$ cat config.mk
export PLATFORM = sky130hd
export DESIGN_NAME = rbhs_cfg
export DESIGN_NICKNAME = d
export VERILOG_FILES = /design/src/rtl/core/rbhs_pkg.sv /design/src/rtl/core/rbhs_cfg.sv
export SDC_FILE = /design/constraint.sdc
export NUM_CORES = 1
export LEC_CHECK = 0
export BUFFER_PORTS_ARGS = -buffer_cell sky130_fd_sc_hd__buf_2
export CAP_MARGIN = 20
export CELL_PAD_IN_SITES_DETAIL_PLACEMENT = 1
export CELL_PAD_IN_SITES_GLOBAL_PLACEMENT = 2
export CORE_ASPECT_RATIO = 2
export CORE_MARGIN = 2
export CORE_UTILIZATION = 26
export DETAILED_ROUTE_END_ITERATION = 8
export PLACE_DENSITY_LB_ADDON = 0.05
export SKIP_LAST_GASP = 1
export SLEW_MARGIN = 20
export SYNTH_ARGS = -nofsm -noshare
export SYNTH_HDL_FRONTEND = slang
export SYNTH_SLANG_ARGS = --single-unit
$ cat constraint.sdc
create_clock -name clk -period 1.21 [get_ports clk]
set_input_delay 0.242 -clock clk [delete_from_list [all_inputs] [get_ports clk]]
set_output_delay 0.242 -clock clk [all_outputs]
set_load 0.05 [all_outputs]
$ cat src/rtl/core/rbhs_pkg.sv
// ----------------------------------------------------------------------------
// Raster height sampler package
// Shared widths, codes, reset values and a small helper for the sampler.
// ----------------------------------------------------------------------------
package rbhs_pkg;

  localparam int FRAC_BITS  = 8;
  localparam int FRAC_ONE   = 'h100;
  localparam int PROD_SHIFT = 16;

  localparam int POS_W      = 17;
  localparam int HGT_W      = 16;
  localparam int SIZE_W     = 10;
  localparam int CFG_IDX_W  = 2;
  localparam int CFG_DATA_W = 16;

  localparam logic [SIZE_W-1:0]       GRID_SIZE_RESET = 10'd512;
  localparam logic signed [HGT_W-1:0] THRESHOLD_RESET = -16'sd30000;
  localparam logic signed [HGT_W-1:0] INVALID_HEIGHT  = 16'sh8000;

  typedef enum logic {
    OP_WRITE = 1'b0,
    OP_QUERY = 1'b1
  } opcode_t;

  typedef enum logic [CFG_IDX_W-1:0] {
    CFG_GRID_WIDTH        = 2'd0,
    CFG_GRID_HEIGHT       = 2'd1,
    CFG_SPECIAL_THRESHOLD = 2'd2
  } cfg_reg_t;

  // Effective grid size and threshold as seen by the datapath.
  typedef struct packed {
    logic [SIZE_W-1:0]       grid_w;
    logic [SIZE_W-1:0]       grid_h;
    logic signed [HGT_W-1:0] threshold;
  } cfg_t;

  // Query context that travels alongside the bank read data.
  typedef struct packed {
    logic                 in_range;
    logic [FRAC_BITS-1:0] fx;
    logic [FRAC_BITS-1:0] fy;
    logic                 cxp;
    logic                 cyp;
    logic                 nxp;
    logic                 nyp;
  } fetch_t;

  // A size of zero acts as one; a size above the array limit acts as the limit.
  function automatic logic [SIZE_W-1:0] eff_size(input logic [SIZE_W-1:0] v,
                                                 input int unsigned maxv);
    logic [SIZE_W-1:0] res;
    res = v;
    if (v == '0) begin
      res = SIZE_W'(1);
    end else if (32'(v) > maxv) begin
      res = SIZE_W'(maxv);
    end
    return res;
  endfunction

endpackage

$ cat src/rtl/core/rbhs_cfg.sv
// ----------------------------------------------------------------------------
// Raster height sampler configuration
// Holds grid size (already clamped to the array limits) and the threshold.
// ----------------------------------------------------------------------------
module rbhs_cfg #(
  parameter int MAX_COLUMNS = 512,
  parameter int MAX_ROWS    = 512
) (
  input  logic                                clk,
  input  logic                                rst_n,
  input  logic                                cfg_we,
  input  logic [rbhs_pkg::CFG_IDX_W-1:0]      cfg_index,
  input  logic [rbhs_pkg::CFG_DATA_W-1:0]     cfg_wdata,
  output rbhs_pkg::cfg_t                      cfg
);

  rbhs_pkg::cfg_t cfg_r;
  rbhs_pkg::cfg_t cfg_nxt;

  always_comb begin
    cfg_nxt = cfg_r;
    if (cfg_we) begin
      unique case (cfg_index)
        rbhs_pkg::CFG_GRID_WIDTH: begin
          cfg_nxt.grid_w = rbhs_pkg::eff_size(cfg_wdata[rbhs_pkg::SIZE_W-1:0],
                                              MAX_COLUMNS);
        end
        rbhs_pkg::CFG_GRID_HEIGHT: begin
          cfg_nxt.grid_h = rbhs_pkg::eff_size(cfg_wdata[rbhs_pkg::SIZE_W-1:0],
                                              MAX_ROWS);
        end
        rbhs_pkg::CFG_SPECIAL_THRESHOLD: begin
          cfg_nxt.threshold = $signed(cfg_wdata[rbhs_pkg::HGT_W-1:0]);
        end
        default: begin
        end
      endcase
    end
  end

  always_ff @(posedge clk) begin
    if (!rst_n) begin
      cfg_r.grid_w    <= rbhs_pkg::eff_size(rbhs_pkg::GRID_SIZE_RESET, MAX_COLUMNS);
      cfg_r.grid_h    <= rbhs_pkg::eff_size(rbhs_pkg::GRID_SIZE_RESET, MAX_ROWS);
      cfg_r.threshold <= rbhs_pkg::THRESHOLD_RESET;
    end else begin
      cfg_r <= cfg_nxt;
    end
  end

  assign cfg = cfg_r;

endmodule

Yosys cells after proc, flatten, opt, wreduce, memory -nomap -nowiden
Cells that the tools add are included.
{"block": "op_classes", "magnitude_cmp": 1, "n_eq_ne": 2, "n_mux": 2, "reduce_logical": 5}
{"cell": "2-to-1 mux 10 bit", "n": 2}
{"cell": "greater-than comparator 10 bit, second input constant", "n": 1}
{"cell": "zero test 10 bit", "n": 1}
{"cell": "AND reduction 2 bit", "n": 3}
{"cell": "equality test 2 x 1 -> 1 bit, second input constant", "n": 1}
{"cell": "equality test 2 bit, second input constant", "n": 1}
{"cell": "zero test 2 bit", "n": 1}
{"block": "word_totals", "reg_bits": 36, "input_bits": 21, "out_inout_bits": 36, "elab_cells": 13}

Longest topological paths before layout
{"block": "depth", "depth_word": 3, "depth_mapped": 5, "ltp_nobuf": 3}

Least setup slack after synthesis
No wires, ideal clock.
{"block": "synth_path", "kind": "input port to flip-flop", "startpoint": "in cfg_wdata[1] in the netlist's numbering", "endpoint": "reg cfg_r, in the netlist cfg[16]", "setup_time_ns": 0.087, "arrival_time_ns": 0.998, "t_required_ns": 1.123, "slack_ns": 0.125, "stages": 3, "path_buffers": 0, "path_cell_list": "nor4_1 a21oi_1 o31ai_1"}
{"block": "synth_via", "elab_chain_cells": 3, "elab_cells_between_ends": 4, "classes_between": "order compare: 1; mux: 2; reduce/logical: 1"}
{"item": "start, declared", "line_no": "rbhs_cfg.sv:13", "source": "input logic [rbhs_pkg::CFG_DATA_W-1:0] cfg_wdata,"}
{"item": "greater-than comparator 10 bit", "line_no": "rbhs_pkg.sv:57", "source": "end else if (32'(v) > maxv) begin"}
{"item": "2-to-1 mux 10 bit", "line_no": "rbhs_pkg.sv:57"}
{"item": "2-to-1 mux 10 bit (*)"}
{"item": "end signal, assigned", "line_no": "rbhs_cfg.sv:47", "source": "cfg_r <= cfg_nxt;"}
{"item": "end, declared", "line_no": "rbhs_cfg.sv:17", "source": "rbhs_pkg::cfg_t cfg_r;"}
Every way passes the cells marked *; elsewhere a longest branch is shown, timed or not.
A chain may end at the register's enable or synchronous reset.

Final worst setup path
{"block": "layout_path", "startpoint": "reg cfg_r, in the netlist cfg[34]", "endpoint": "out cfg[34] in the netlist's numbering"}
{"item": "end, declared", "line_no": "rbhs_cfg.sv:14", "source": "output rbhs_pkg::cfg_t cfg"}
No word-level cell between the ends.

==> reports/metrics.cfg <==
[grt]
grt.busiest_layer=met2
antenna_found_initial=0
grtUsageMet2_pct=30.3
grt_pass1_wl_um=7390
grt_max_degree=17
use_met1_pct=16.6
grt_pass1_vias=1542
grt_util_all_layers_pct=16.0
grtUsageMet3_pct=2.75
grt-ovfl-total=0

[timing]
fin_hold_ws_ns=0.161
maxSlewHeadroom_pct=75.3
period_share_pct=96.1
hold_violations=0
fin_setup_tns_ns=0
rsz0062_at_grt=no
finClkSkew_ns=0
min_period_ns=1.16
worst_pin_slew_ns=0.371
fmax_mhz=860
maxSlewViolCount=0
finalSetupViolations=0

[floorplanning]
fp.dieH_um=108
pin_count=57
die_w_um=56.2
dieArea_um2=6100
row_count=38
core_um2=5330
start_util_pct=26.6

[clocking]
htreeDepth=2
cts_tree=built
cts_sinks=36
numCtsBuffers=5
clk_path_buf_depth=2
post_cts_buffers=0
post_cts_resized=0
insertion_delay_ns=0.28
clockRootBuffer=clkbuf_8
hold_buffers=0
clkTransAtPathRegs_ns=0.08

[yosys]
avgSynthCellArea_um2=8.40
synthArstFlopShare_pct=0
synth.yosys.seq_area_share_pct=50.8
synth-main-ff-cell=dfxtp_1
synth_edf_count=0
synth_seq_cells=36
synthCells=169
synthesis.area_um2=1420
ys_types=22
yosysWarnings=0
syn_nets=190

[worst_setup_path]
cp_slowest_cell=dfxtp_1
max_stage_delay_ns=0.36
worstPathCellList=buf_2
regToRegSetupSlack_ns=0.54
worstSetupEndpointType=output port
cp_max_fo=2
arrival_ns=0.92
crit_type=reg2out
critPathBufInv=1
startpoint_type=flop
crit_required_ns=0.97
path_delay_family=flip-flops

[power_and_ir_drop]
power_density_nw_per_um2=1280
cellLeakagePower_nw=0.907
finalPower_mw=2.57
peakVddDrop_mv=0.656

[layout]
syn2layout_area_growth_pct=41.3
final_layout_size_suffix_gt1_share_pct=36.0
n_antenna_cell=0
largest_reg_flops=36
utilization_pct=37.6
fin_nets=267
instances_no_fill=307

[detailed_routing]
drt-pass1-iter-count=4
drc=0
drtIter0Drc=39
viasPerCell=4.76
wl_per_cell_um=14.6
antenna_left=0
via_count=1461
wl_um=4480

[placed_design]
port_buffers=56
gp_congestion=0.733
dp_hpwl_um=3440
dp.cells=299

[run]
max_cap_viol_count=0

[worst_hold_path]
holdCritPathClass=in2reg

[status]
status=finished, final reports clean

==> metrics by stage <==
stage               setup slack, ns  cell area (um^2)
floorplan                     0.125              1420
global placement            -0.0866              1910
detailed placement          -0.0921              1910
CTS                          0.0352              2000
global route                 0.0123              2000
finish                       0.0477              2000
==> synthesized netlist by cell type (2+ instances only) <==
| cell | instances | share of area (%) |
|---|---|---|
| and3b_1 | 2 | 1.2 |
| nand3_1 | 10 | 3.5 |
| a21boi_0 | 20 | 11 |
| dfxtp_1 | 36 | 51 |
| clkbuf_1 | 5 | 1.3 |
| nand2_1 | 66 | 17 |
| a32oi_1 | 2 | 1.2 |
| a21oi_1 | 7 | 2.5 |
| nand3b_1 | 2 | 1.1 |
| nor4_1 | 2 | 0.88 |
| nor2b_1 | 6 | 2.6 |
==> power breakdown <==
group	total (mW)	internal (mW)	leakage (nW)	switching (mW)
clock network	0.905	0.455	0.0510	0.451
logic	0.424	0.143	0.563	0.281
registers	1.24	1.22	0.293	0.0182
==> layer usage <==
| layer | vias up | part of all wire, % |
|---|---|---|
| li1 | 717 | - |
| met1 | 703 | 41 |
| met2 | 36 | 53 |
| met3 | 5 | 4.1 |
| met4 | 0 | 1.7 |
| met5 | - | 0 |
==> layout make-up <==
type                       instances  area [um^2]
multi-input combinational        124          651
clock buffer                       6         82.6
clock inverter                     2         10.0
fill                             692         3320
timing repair buffer              79          465
sequential                        36          721
tap                               60         75.1
==> final timing paths <==
check | startpoint | endpoint | depth (start not counted)
worst max-delay path | cfg[34]$_SDFFE_PN0P_ | cfg[34] | 1
worst min-delay path | cfg_wdata[11] | cfg[11]$_SDFFE_PN1P_ | 3
worst max register to register | cfg[33]$_SDFFE_PN0P_ | cfg[33]$_SDFFE_PN0P_ | 2
worst min register to register | cfg[20]$_SDFFE_PN0P_ | cfg[20]$_SDFFE_PN0P_ | 2
==> logic make-up after synthesis <==
group                  after synthesis  share of synthesized area (%)
AND/OR/NAND/NOR                     93                           30.2
buffers and inverters                9                           3.35
flip-flops                          36                           50.8
AO/OA/AOI/OAI                       31                           15.7
==> cells in the final DEF, fill, tap and decap left out <==
| master | count |
|---|---|
| and3b_1 | 2 |
| nor4_1 | 2 |
| nand4bb_1 | 1 |
| nand3_1 | 10 |
| o31ai_1 | 1 |
| buf_12 | 1 |
| nand3b_1 | 2 |
| nand2b_1 | 1 |
| a32oi_1 | 2 |
| clkinv_2 | 2 |
| nor3b_2 | 1 |
| buf_4 | 22 |
| clkbuf_8 | 6 |
| nor2b_1 | 6 |
| o31ai_2 | 1 |
| nand2_1 | 66 |
| buf_2 | 56 |
| dfxtp_1 | 36 |
| a21boi_0 | 20 |
| or3b_1 | 1 |
| a21oi_1 | 7 |
| nand4b_1 | 1 |
Power figures use the tool's default switching activity.
