--- config.mk ---
export PLATFORM = sky130hd
export DESIGN_NAME = rbhs_blend_flat
export DESIGN_NICKNAME = d
export VERILOG_FILES = /design/src/rtl/core/rbhs_pkg.sv /design/src/rtl/core/rbhs_if.sv /design/src/rtl/core/rbhs_blend.sv /design/src/flat_wrapper.sv
export SDC_FILE = /design/constraint.sdc
export NUM_CORES = 2
export LEC_CHECK = 0
export BUFFER_PORTS_ARGS = -buffer_cell sky130_fd_sc_hd__buf_2
export CORE_AREA = 8 8 287 289
export DETAILED_ROUTE_END_ITERATION = 10
export DIE_AREA = 0 0 295 297
export HOLD_SLACK_MARGIN = 0.1
export PLACE_DENSITY = 0.82
export SYNTH_ARGS = -nofsm -noshare
export SYNTH_HDL_FRONTEND = slang
export SYNTH_SLANG_ARGS = --single-unit
--- constraint.sdc ---
create_clock -name clk -period 10.7 [get_ports clk]
set_clock_uncertainty 0.15 [all_clocks]
set_input_delay 2.14 -clock clk [delete_from_list [all_inputs] [get_ports clk]]
set_output_delay 2.14 -clock clk [all_outputs]
set_load 0.01 [all_outputs]
--- src/rtl/core/rbhs_pkg.sv ---
// ----------------------------------------------------------------------------
// Raster height sampler package
// Shared widths, codes, reset values and a small helper for the sampler.
// ----------------------------------------------------------------------------
package rbhs_pkg;

  localparam int FRAC_BITS  = 8;
  localparam int FRAC_ONE   = 'h100;
  localparam int PROD_SHIFT = 16;

  localparam int POS_W      = 17;
  localparam int HGT_W      = 16;
  localparam int SIZE_W     = 10;
  localparam int CFG_IDX_W  = 2;
  localparam int CFG_DATA_W = 16;

  localparam logic [SIZE_W-1:0]       GRID_SIZE_RESET = 10'd512;
  localparam logic signed [HGT_W-1:0] THRESHOLD_RESET = -16'sd30000;
  localparam logic signed [HGT_W-1:0] INVALID_HEIGHT  = 16'sh8000;

  typedef enum logic {
    OP_WRITE = 1'b0,
    OP_QUERY = 1'b1
  } opcode_t;

  typedef enum logic [CFG_IDX_W-1:0] {
    CFG_GRID_WIDTH        = 2'd0,
    CFG_GRID_HEIGHT       = 2'd1,
    CFG_SPECIAL_THRESHOLD = 2'd2
  } cfg_reg_t;

  // Effective grid size and threshold as seen by the datapath.
  typedef struct packed {
    logic [SIZE_W-1:0]       grid_w;
    logic [SIZE_W-1:0]       grid_h;
    logic signed [HGT_W-1:0] threshold;
  } cfg_t;

  // Query context that travels alongside the bank read data.
  typedef struct packed {
    logic                 in_range;
    logic [FRAC_BITS-1:0] fx;
    logic [FRAC_BITS-1:0] fy;
    logic                 cxp;
    logic                 cyp;
    logic                 nxp;
    logic                 nyp;
  } fetch_t;

  // A size of zero acts as one; a size above the array limit acts as the limit.
  function automatic logic [SIZE_W-1:0] eff_size(input logic [SIZE_W-1:0] v,
                                                 input int unsigned maxv);
    logic [SIZE_W-1:0] res;
    res = v;
    if (v == '0) begin
      res = SIZE_W'(1);
    end else if (32'(v) > maxv) begin
      res = SIZE_W'(maxv);
    end
    return res;
  endfunction

endpackage

--- src/rtl/core/rbhs_if.sv ---


interface rbhs_out_if;
  logic                     valid;
  logic                     ready;
  logic signed [15:0]       height;
  logic                     in_range;

  modport source (output valid, height, in_range, input ready);
  modport sink   (input valid, height, in_range, output ready);
endinterface

--- src/rtl/core/rbhs_blend.sv ---
// ----------------------------------------------------------------------------
// Raster height sampler blend pipeline
// Weights the four neighbors along x, then along y, sums and selects the final
// height. Every stage holds its beat while the next one is full and stalled.
// ----------------------------------------------------------------------------
module rbhs_blend (
  input  logic                                 clk,
  input  logic                                 rst_n,
  input  rbhs_pkg::cfg_t                       cfg,
  input  logic                                 s1_valid,
  input  rbhs_pkg::fetch_t                     s1_info,
  input  logic signed [rbhs_pkg::HGT_W-1:0]    s1_cell [4],
  output logic                                 s1_ready,
  rbhs_out_if.source                           out_ch
);

  localparam int HW  = rbhs_pkg::HGT_W;
  localparam int FB  = rbhs_pkg::FRAC_BITS;
  localparam int WW  = FB + 1;
  localparam int P1W = HW + WW + 1;
  localparam int P2W = P1W + WW + 1;

  logic en2, en3, en4, en_out;

  // Stage 2: neighbor routing, threshold test, x weighting.
  logic signed [HW-1:0]  a_nxt, b_nxt, c_nxt, d_nxt;
  logic [WW-1:0]         kx, ky_nxt;
  logic signed [P1W-1:0] pa_nxt, pb_nxt, pc_nxt, pd_nxt;
  logic                  special_nxt;

  logic                  v2_r;
  logic signed [P1W-1:0] pa_r, pb_r, pc_r, pd_r;
  logic [WW-1:0]         ky2_r;
  logic [FB-1:0]         fy2_r;
  logic                  special2_r, rng2_r;
  logic signed [HW-1:0]  base2_r;

  // Stage 3: row sums.
  logic signed [P1W-1:0] top_nxt, bot_nxt;
  logic                  v3_r;
  logic signed [P1W-1:0] top_r, bot_r;
  logic [WW-1:0]         ky3_r;
  logic [FB-1:0]         fy3_r;
  logic                  special3_r, rng3_r;
  logic signed [HW-1:0]  base3_r;

  // Stage 4: y weighting.
  logic signed [P2W-1:0] mt_nxt, mb_nxt;
  logic                  v4_r;
  logic signed [P2W-1:0] mt_r, mb_r;
  logic                  special4_r, rng4_r;
  logic signed [HW-1:0]  base4_r;

  // Output register.
  logic signed [P2W-1:0] sum_nxt;
  logic signed [HW-1:0]  height_nxt;
  logic                  out_v_r;
  logic signed [HW-1:0]  height_r;
  logic                  rng_out_r;

  assign en_out   = !out_v_r || out_ch.ready;
  assign en4      = !v4_r || en_out;
  assign en3      = !v3_r || en4;
  assign en2      = !v2_r || en3;
  assign s1_ready = en2;

  always_comb begin
    a_nxt  = s1_cell[{s1_info.cyp, s1_info.cxp}];
    b_nxt  = s1_cell[{s1_info.cyp, s1_info.nxp}];
    c_nxt  = s1_cell[{s1_info.nyp, s1_info.cxp}];
    d_nxt  = s1_cell[{s1_info.nyp, s1_info.nxp}];
    kx     = WW'(rbhs_pkg::FRAC_ONE) - {1'b0, s1_info.fx};
    ky_nxt = WW'(rbhs_pkg::FRAC_ONE) - {1'b0, s1_info.fy};
    pa_nxt = a_nxt * $signed({1'b0, kx});
    pb_nxt = b_nxt * $signed({2'b0, s1_info.fx});
    pc_nxt = c_nxt * $signed({1'b0, kx});
    pd_nxt = d_nxt * $signed({2'b0, s1_info.fx});
    special_nxt = (a_nxt <= cfg.threshold) || (b_nxt <= cfg.threshold) ||
                  (c_nxt <= cfg.threshold) || (d_nxt <= cfg.threshold);
  end

  assign top_nxt = pa_r + pb_r;
  assign bot_nxt = pc_r + pd_r;

  assign mt_nxt = top_r * $signed({1'b0, ky3_r});
  assign mb_nxt = bot_r * $signed({2'b0, fy3_r});

  // The slice above the shift is a floor of the weighted sum.
  always_comb begin
    sum_nxt = mt_r + mb_r;
    if (!rng4_r) begin
      height_nxt = rbhs_pkg::INVALID_HEIGHT;
    end else if (special4_r) begin
      height_nxt = base4_r;
    end else begin
      height_nxt = sum_nxt[rbhs_pkg::PROD_SHIFT +: HW];
    end
  end

  always_ff @(posedge clk) begin
    if (!rst_n) begin
      v2_r    <= 1'b0;
      v3_r    <= 1'b0;
      v4_r    <= 1'b0;
      out_v_r <= 1'b0;
    end else begin
      if (en2) begin
        v2_r <= s1_valid;
      end
      if (en3) begin
        v3_r <= v2_r;
      end
      if (en4) begin
        v4_r <= v3_r;
      end
      if (en_out) begin
        out_v_r <= v4_r;
      end
    end
  end

  always_ff @(posedge clk) begin
    if (en2 && s1_valid) begin
      pa_r       <= pa_nxt;
      pb_r       <= pb_nxt;
      pc_r       <= pc_nxt;
      pd_r       <= pd_nxt;
      ky2_r      <= ky_nxt;
      fy2_r      <= s1_info.fy;
      special2_r <= special_nxt;
      rng2_r     <= s1_info.in_range;
      base2_r    <= a_nxt;
    end
    if (en3 && v2_r) begin
      top_r      <= top_nxt;
      bot_r      <= bot_nxt;
      ky3_r      <= ky2_r;
      fy3_r      <= fy2_r;
      special3_r <= special2_r;
      rng3_r     <= rng2_r;
      base3_r    <= base2_r;
    end
    if (en4 && v3_r) begin
      mt_r       <= mt_nxt;
      mb_r       <= mb_nxt;
      special4_r <= special3_r;
      rng4_r     <= rng3_r;
      base4_r    <= base3_r;
    end
    if (en_out && v4_r) begin
      height_r  <= height_nxt;
      rng_out_r <= rng4_r;
    end
  end

  assign out_ch.valid    = out_v_r;
  assign out_ch.height   = height_r;
  assign out_ch.in_range = rng_out_r;

endmodule

--- src/flat_wrapper.sv ---
// flat-port wrapper written by rule: the top's interface ports become plain ports
module rbhs_blend_flat 
  (clk, rst_n, cfg, s1_valid, s1_info, s1_cell, s1_ready, out_ch_valid, out_ch_height, out_ch_in_range, out_ch_ready);
  rbhs_out_if out_ch_i ();
  input  logic clk;
  input  logic rst_n;
  input  rbhs_pkg::cfg_t cfg;
  input  logic s1_valid;
  input  rbhs_pkg::fetch_t s1_info;
  input  logic signed [rbhs_pkg::HGT_W-1:0] s1_cell[4];
  output logic s1_ready;
  output wire logic [$bits(out_ch_i.valid)-1:0] out_ch_valid;
  output wire logic [$bits(out_ch_i.height)-1:0] out_ch_height;
  output wire logic [$bits(out_ch_i.in_range)-1:0] out_ch_in_range;
  input wire logic [$bits(out_ch_i.ready)-1:0] out_ch_ready;
  assign out_ch_valid = out_ch_i.valid;
  assign out_ch_height = out_ch_i.height;
  assign out_ch_in_range = out_ch_i.in_range;
  assign out_ch_i.ready = out_ch_ready;
  rbhs_blend u_core (.clk(clk), .rst_n(rst_n), .cfg(cfg), .s1_valid(s1_valid), .s1_info(s1_info), .s1_cell(s1_cell), .s1_ready(s1_ready), .out_ch(out_ch_i));
endmodule
After elaboration in Yosys (flattened, before gate mapping) --
Cells that the tools add are included.
Word-level totals: bits in latches 0, bits of input ports 125, memory bits (read-only) 0, register bits after elaboration 329, bits in writable memories 0, logic and storage cells 78, memories kept 0, output and inout port bits 19
Cells by class: eq/ne operators 0, shift operators 0, magnitude comparators 8, mux-type cells 13, bitwise logic cells 4, multiply operators 6, reduce and logical (&&, ||, !) cells 15, divide/modulo/power cells 0, add/sub/neg operators 5
Operators by type and width (number):
- two-way mux 16 bit | 9
- binary-select mux 16 bit (select 2 bit) | 4
- <= comparator 16 bit | 4
- adder 26 bit | 2
- multiplier 16 x 10 -> 26 bit | 2
- multiplier 16 x 9 -> 25 bit | 2
- adder 32 bit | 1
- multiplier 26 x 10 -> 32 bit | 1
- multiplier 26 x 9 -> 32 bit | 1
- subtractor 9 x 8 -> 9 bit, first input constant | 2
- >= comparator 3 bit, second input constant | 4
- inverter 2 -> 3 bit | 4
- logical OR 1 bit | 7
- logical AND 1 bit | 4
- logical NOT 1 bit | 4

Depth between registers and ports, before layout --
depth in word-level cells 8, depth in mapped cells 29, gate-level depth less buffers 26

Worst setup path after synthesis --
Ideal clock, no wire load.
path type input port to flip-flop, from input port out_ch_ready, to register u_core.base2_r[0], enable pin, path buffers 0, setup time 713 ps, arrival time 9225 ps, path slack 613 ps, stages 3, required time 9837 ps, cells stage by stage nor2b_1 and2_0 a31oi_1
Between the ends: word-level cells in the longest chain between the ends 5
Ends and longest elaborated chain:
- from (decl) | RTL line flat_wrapper.sv:15 | input wire logic [$bits(out_ch_i.ready)-1:0] out_ch_ready;
- logical OR 1 bit | RTL line rbhs_blend.sv:61 | assign en_out = !out_v_r || out_ch.ready;
- logical OR 1 bit | RTL line rbhs_blend.sv:62 | assign en4 = !v4_r || en_out;
- logical OR 1 bit | RTL line rbhs_blend.sv:63 | assign en3 = !v3_r || en4;
- logical OR 1 bit | RTL line rbhs_blend.sv:64 | assign en2 = !v2_r || en3;
- logical AND 1 bit | RTL line rbhs_blend.sv:123 | if (en2 && s1_valid) begin
- to (signal assigned) | RTL line rbhs_blend.sv:132 | base2_r <= a_nxt;
- to (decl) | RTL line rbhs_blend.sv:36 | logic signed [HW-1:0] base2_r;
Every way passes these cells. A chain may end at the register's enable or synchronous reset.

Worst setup path in the final report --
from input port s1_info[2] (netlist name), to register u_core.pa_r[25] (data pin)
Between the ends: word-level cells in the longest chain between the ends 5
Ends and longest elaborated chain:
- from (decl) | RTL line flat_wrapper.sv:9 | input rbhs_pkg::fetch_t s1_info;
- inverter 2 -> 3 bit (not written as such) | RTL line rbhs_blend.sv:68 | a_nxt = s1_cell[{s1_info.cyp, s1_info.cxp}];
- binary-select mux 16 bit (select 2 bit) | RTL line rbhs_blend.sv:68
- two-way mux 16 bit (not written as such) (2 in series) | RTL line rbhs_blend.sv:68
- via u_core.a_nxt[7] | RTL line rbhs_blend.sv:26 | logic signed [HW-1:0] a_nxt, b_nxt, c_nxt, d_nxt;
- multiplier 16 x 10 -> 26 bit | RTL line rbhs_blend.sv:74 | pa_nxt = a_nxt * $signed({1'b0, kx});
- via u_core.pa_nxt[25] | RTL line rbhs_blend.sv:28 | logic signed [P1W-1:0] pa_nxt, pb_nxt, pc_nxt, pd_nxt;
- to (signal assigned) | RTL line rbhs_blend.sv:124 | pa_r <= pa_nxt;
- to (decl) | RTL line rbhs_blend.sv:32 | logic signed [P1W-1:0] pa_r, pb_r, pc_r, pd_r;
The timed path passes the listed nets, and every way through them passes these cells. The select of a mux whose other input is x is not followed.

==> summary.md <==
The final-stage net count was 6606; the overall die height was 297 µm. The synthesized-area fraction occupied by adder cells was 43.32%. The logs give 114600 µm for the wire length after detailed routing and 38290 for the via count of the first global-routing pass.

The placeable core region is 77970 µm², and the estimated wirelength of the detail-placed design is 92350 µm. The routed design uses 54520 µm of met2 wire. Cell type of the slowest stage on the worst timing path: sky130_fd_sc_hd__o21ai_0.

Post-CTS repair changed the size of 0 cells. The global-route total usage across every layer is 26.67%. The synthesized netlist devotes 4.162% of its cell area to XOR and XNOR gates.

For this design the top-level I/O count stands at 144. After floorplanning, the core was divided into 103 placement rows. The run gives 0 as the total overflow reported by the global router. The die area is 87620 µm², and the count of maximum capacitance violations is 0.

In this run, CTS created clock tree buffers numbering 34. Synthesis instantiated 82 different standard cells from the library. The first routing iteration left 2460 violations. The routability congestion estimate from global placement was 0.9457.

In the synthesized netlist, the number of instances is 5154. The biggest area contributor in the post-synthesis netlist is sky130_fd_sc_hd__fa_1. The detailed-route vias per instance was 5.737; the TritonCTS sink count was 325. The final hold violation count was 0. STA puts the critical path data required time at 10820 ps. For this block, wires on met1 add up to 46910 µm. The logs give 64.24% for the starting density of the core and 0 for the count of hold buffers inserted by post-cts repair.

For the final instance area, the log shows 52940 µm². In this design, the critical path's most frequently occurring cell is sky130_fd_sc_hd__inv_1. Setup violations remaining at the end of the flow were counted as 0. The first detailed-routing pass took 6 iterations. The tools report the data arrival time at the worst-slack endpoint as 9350 ps. After synthesis, the largest family of logic cells by area is adder cells. Averaged over all synthesized cells, the footprint is 9.718 µm².

Counting tap cells, the placed design contains a total of 6227 instances. The highest routed metal layer was met5. For the pin with the worst max-slew slack, the measured transition is 1155 ps. The total of fill cells in the finished design was 5909. The post-layout utilization of the core came out at 67.90%. Path class of the lowest-slack min-delay path: flip-flop to flip-flop. The sequential cells in the finished layout cover a total of 9719 µm².

Synthesis produced a netlist with a net count of 6547. Summing the areas of all and, or, nand and nor instances in the mapped netlist gives 14.86% of the synthesized area. From left edge to right edge, the die measures 295 µm. The maximum fanout encountered on the critical timing path is 37.

The logs give 22.99% for the worst relative slew slack and 190900 µm for the first-pass GRT wire length. The synthesized-area fraction occupied by ao, oa, aoi and oai cells was 7.252%. The run gives 0 as the post-route antenna net violation count. Clock latency at the later pin of the worst-skew pair: 530 ps. CTS placed an instance of sky130_fd_sc_hd__clkbuf_16 at the clock tree root. Maximum level of the CTS H-tree: 2. The detail-routed net length per standard cell was 18.23 µm; the initial antenna violation count was 5. The logs give 19.41% for the sequential share of the synthesized area and 0 for the synthesis warning total. The largest stage delay on the critical path was 740 ps; the total area of multi-input combinational cells was 35980 µm². Number of flip-flops and latches in the synthesized netlist: 325. Setup repair after global routing left no endpoint under its margin. The commonest non-fill, non-tap cell in the layout was sky130_fd_sc_hd__inv_1. Clock-pin slew was measured on the worst setup and hold paths at 60 ps.

The most used flip-flop cell after synthesis is sky130_fd_sc_hd__edfxtp_1. The detailed-route via count came out at 36070. Counting flops with a built-in enable in the synthesized netlist gives 321. For the post-synth design cell area, the log shows 50080 µm². The signed area change from the synthesized netlist to the final layout was 5.701%; the share of synthesized area spent on multiplexers was 2.131%.

The placed instances occupy a cell area of 51830 µm². Leaving out fill and tap cells, the most frequent cells in the layout are sky130_fd_sc_hd__inv_1, sky130_fd_sc_hd__fa_1, sky130_fd_sc_hd__nand2_1. Of the cells placed in the final design, the portion with a size suffix greater than 1 is 5.652%.

The number of diodes added for antenna fixing is 0. The number of input and output port buffers inserted works out to 123. The worst setup path is captured at a flip-flop. The routed design uses 9204 µm of met3 wire. The tools report the kind of start point of the critical path as an input pin. Final cell count without fillers: 6287.

The run gives 0.1084 GHz as the timing-limited maximum frequency. In the synthesized netlist the async set-or-reset flop fraction comes to 0%. The post-route clock period utilization works out to 86.19%.

The critical path is of the input pin to flip-flop type. Sorting the synthesized cells by area gives the leading types as sky130_fd_sc_hd__fa_1, sky130_fd_sc_hd__edfxtp_1, sky130_fd_sc_hd__ha_1, sky130_fd_sc_hd__inv_1, sky130_fd_sc_hd__and2_1. TritonCTS built the clock tree. The time the worst path needs with I/O delays and setup is 9222 ps. The pin count of the biggest net entering global routing was 83. In this run the biggest area consumer among cell types represents 31.06% of the synthesized area.

For this run, design rule violations remaining after detail routing come to 0. Sum of negative setup slack: 0 ps. For the count of final max-slew check failures, the log shows 0. The flow ran to the end, and the final reports show no timing, DRC or antenna violations. The run gives 0 as the total setup buffers inserted after CTS. The clock tree buffer depth came out at 3.
==> per-stage QoR <==
stage               worst slack (ps)  hold WS (ps)
detailed placement              1076         254.5
floorplan                      612.6         250.3
finish                          1478         264.8
global route                    1044         265.6
global placement                1131         250.9
CTS                             1644         266.3
==> sequential cells by signal, indices dropped and copies added (netlist names), 8 cells and up <==
| name | cells |
|---|---|
| u_core.mb_r | 32 |
| u_core.mt_r | 32 |
| u_core.bot_r | 26 |
| u_core.pa_r | 26 |
| u_core.pc_r | 26 |
| u_core.top_r | 26 |
| u_core.pb_r | 25 |
| u_core.pd_r | 25 |
| u_core.base2_r | 16 |
| u_core.base3_r | 16 |
| u_core.base4_r | 16 |
| u_core.out_ch.height | 16 |
| u_core.fy2_r | 8 |
| u_core.fy3_r | 8 |
| u_core.ky2_r | 8 |
| u_core.ky3_r | 8 |
==> final cells by class <==
type	instances	area share (%)
tap	1050	2.482
inverter	1044	7.402
multi-input combinational	3647	67.97
clock buffer	42	1.723
sequential	325	18.36
clock inverter	18	0.3640
timing repair buffer	161	1.702
==> layer usage <==
layer | up-vias | track usage [%]
met5 | - | 0
met4 | 6 | 8.612
met3 | 278 | 4.014
met2 | 1428 | 44.77
met1 | 17910 | 35.52
li1 | 16450 | -
==> worst max-delay path: cells and delay by family <==
| family | cells | cell delay (ps) |
|---|---|---|
| AOI/OAI and AO/OA | 8 | 2390 |
| xor gates and xnor gates | 1 | 130 |
| adders and majority gates | 6 | 2370 |
| buffers and inverters | 7 | 1220 |
| muxes | 1 | 400 |
| and+or+nand+nor | 3 | 670 |
==> final timing paths <==
kind              cells past startpoint  slack [ps]                         to                      start
setup reg to reg                     20        3430  u_core.mt_r[31]$_DFFE_PP_  u_core.ky3_r[2]$_DFFE_PP_
hold reg to reg                       0         260  u_core.ky3_r[5]$_DFFE_PP_  u_core.ky2_r[5]$_DFFE_PP_
hold / removal                        0         260  u_core.ky3_r[5]$_DFFE_PP_  u_core.ky2_r[5]$_DFFE_PP_
setup / recovery                     26        1480  u_core.pa_r[25]$_DFFE_PP_                 s1_info[2]
==> Yosys cell counts (all sizes together), types with 27 or more instances <==
library cell	count
ha	491
mux2	29
xnor2	178
inv	1043
nor2b	56
xor2	60
o21ai	105
edfxtp	321
nand2	506
nand3	48
a21oi	187
mux2i	29
nor2	259
nand4	27
nand2b	29
clkbuf	129
fa	777
and2	457
nor3	41
a21o	66
o21a	39
==> cell families (layout without fill, tap and decap cells) <==
family | Yosys count | after routing
adder cells (fa/ha/maj) | 1268 | 1268
XOR/XNOR | 238 | 238
flip-flops | 325 | 325
AO/OA/AOI/OAI | 559 | 559
AND/OR/NAND/NOR | 1504 | 1504
multiplexers | 78 | 78
buffers and inverters | 1182 | 1265
Power is left out: the tool's default activity adds up to more than one toggle a clock period on the data nets, which glitch-free logic cannot reach.
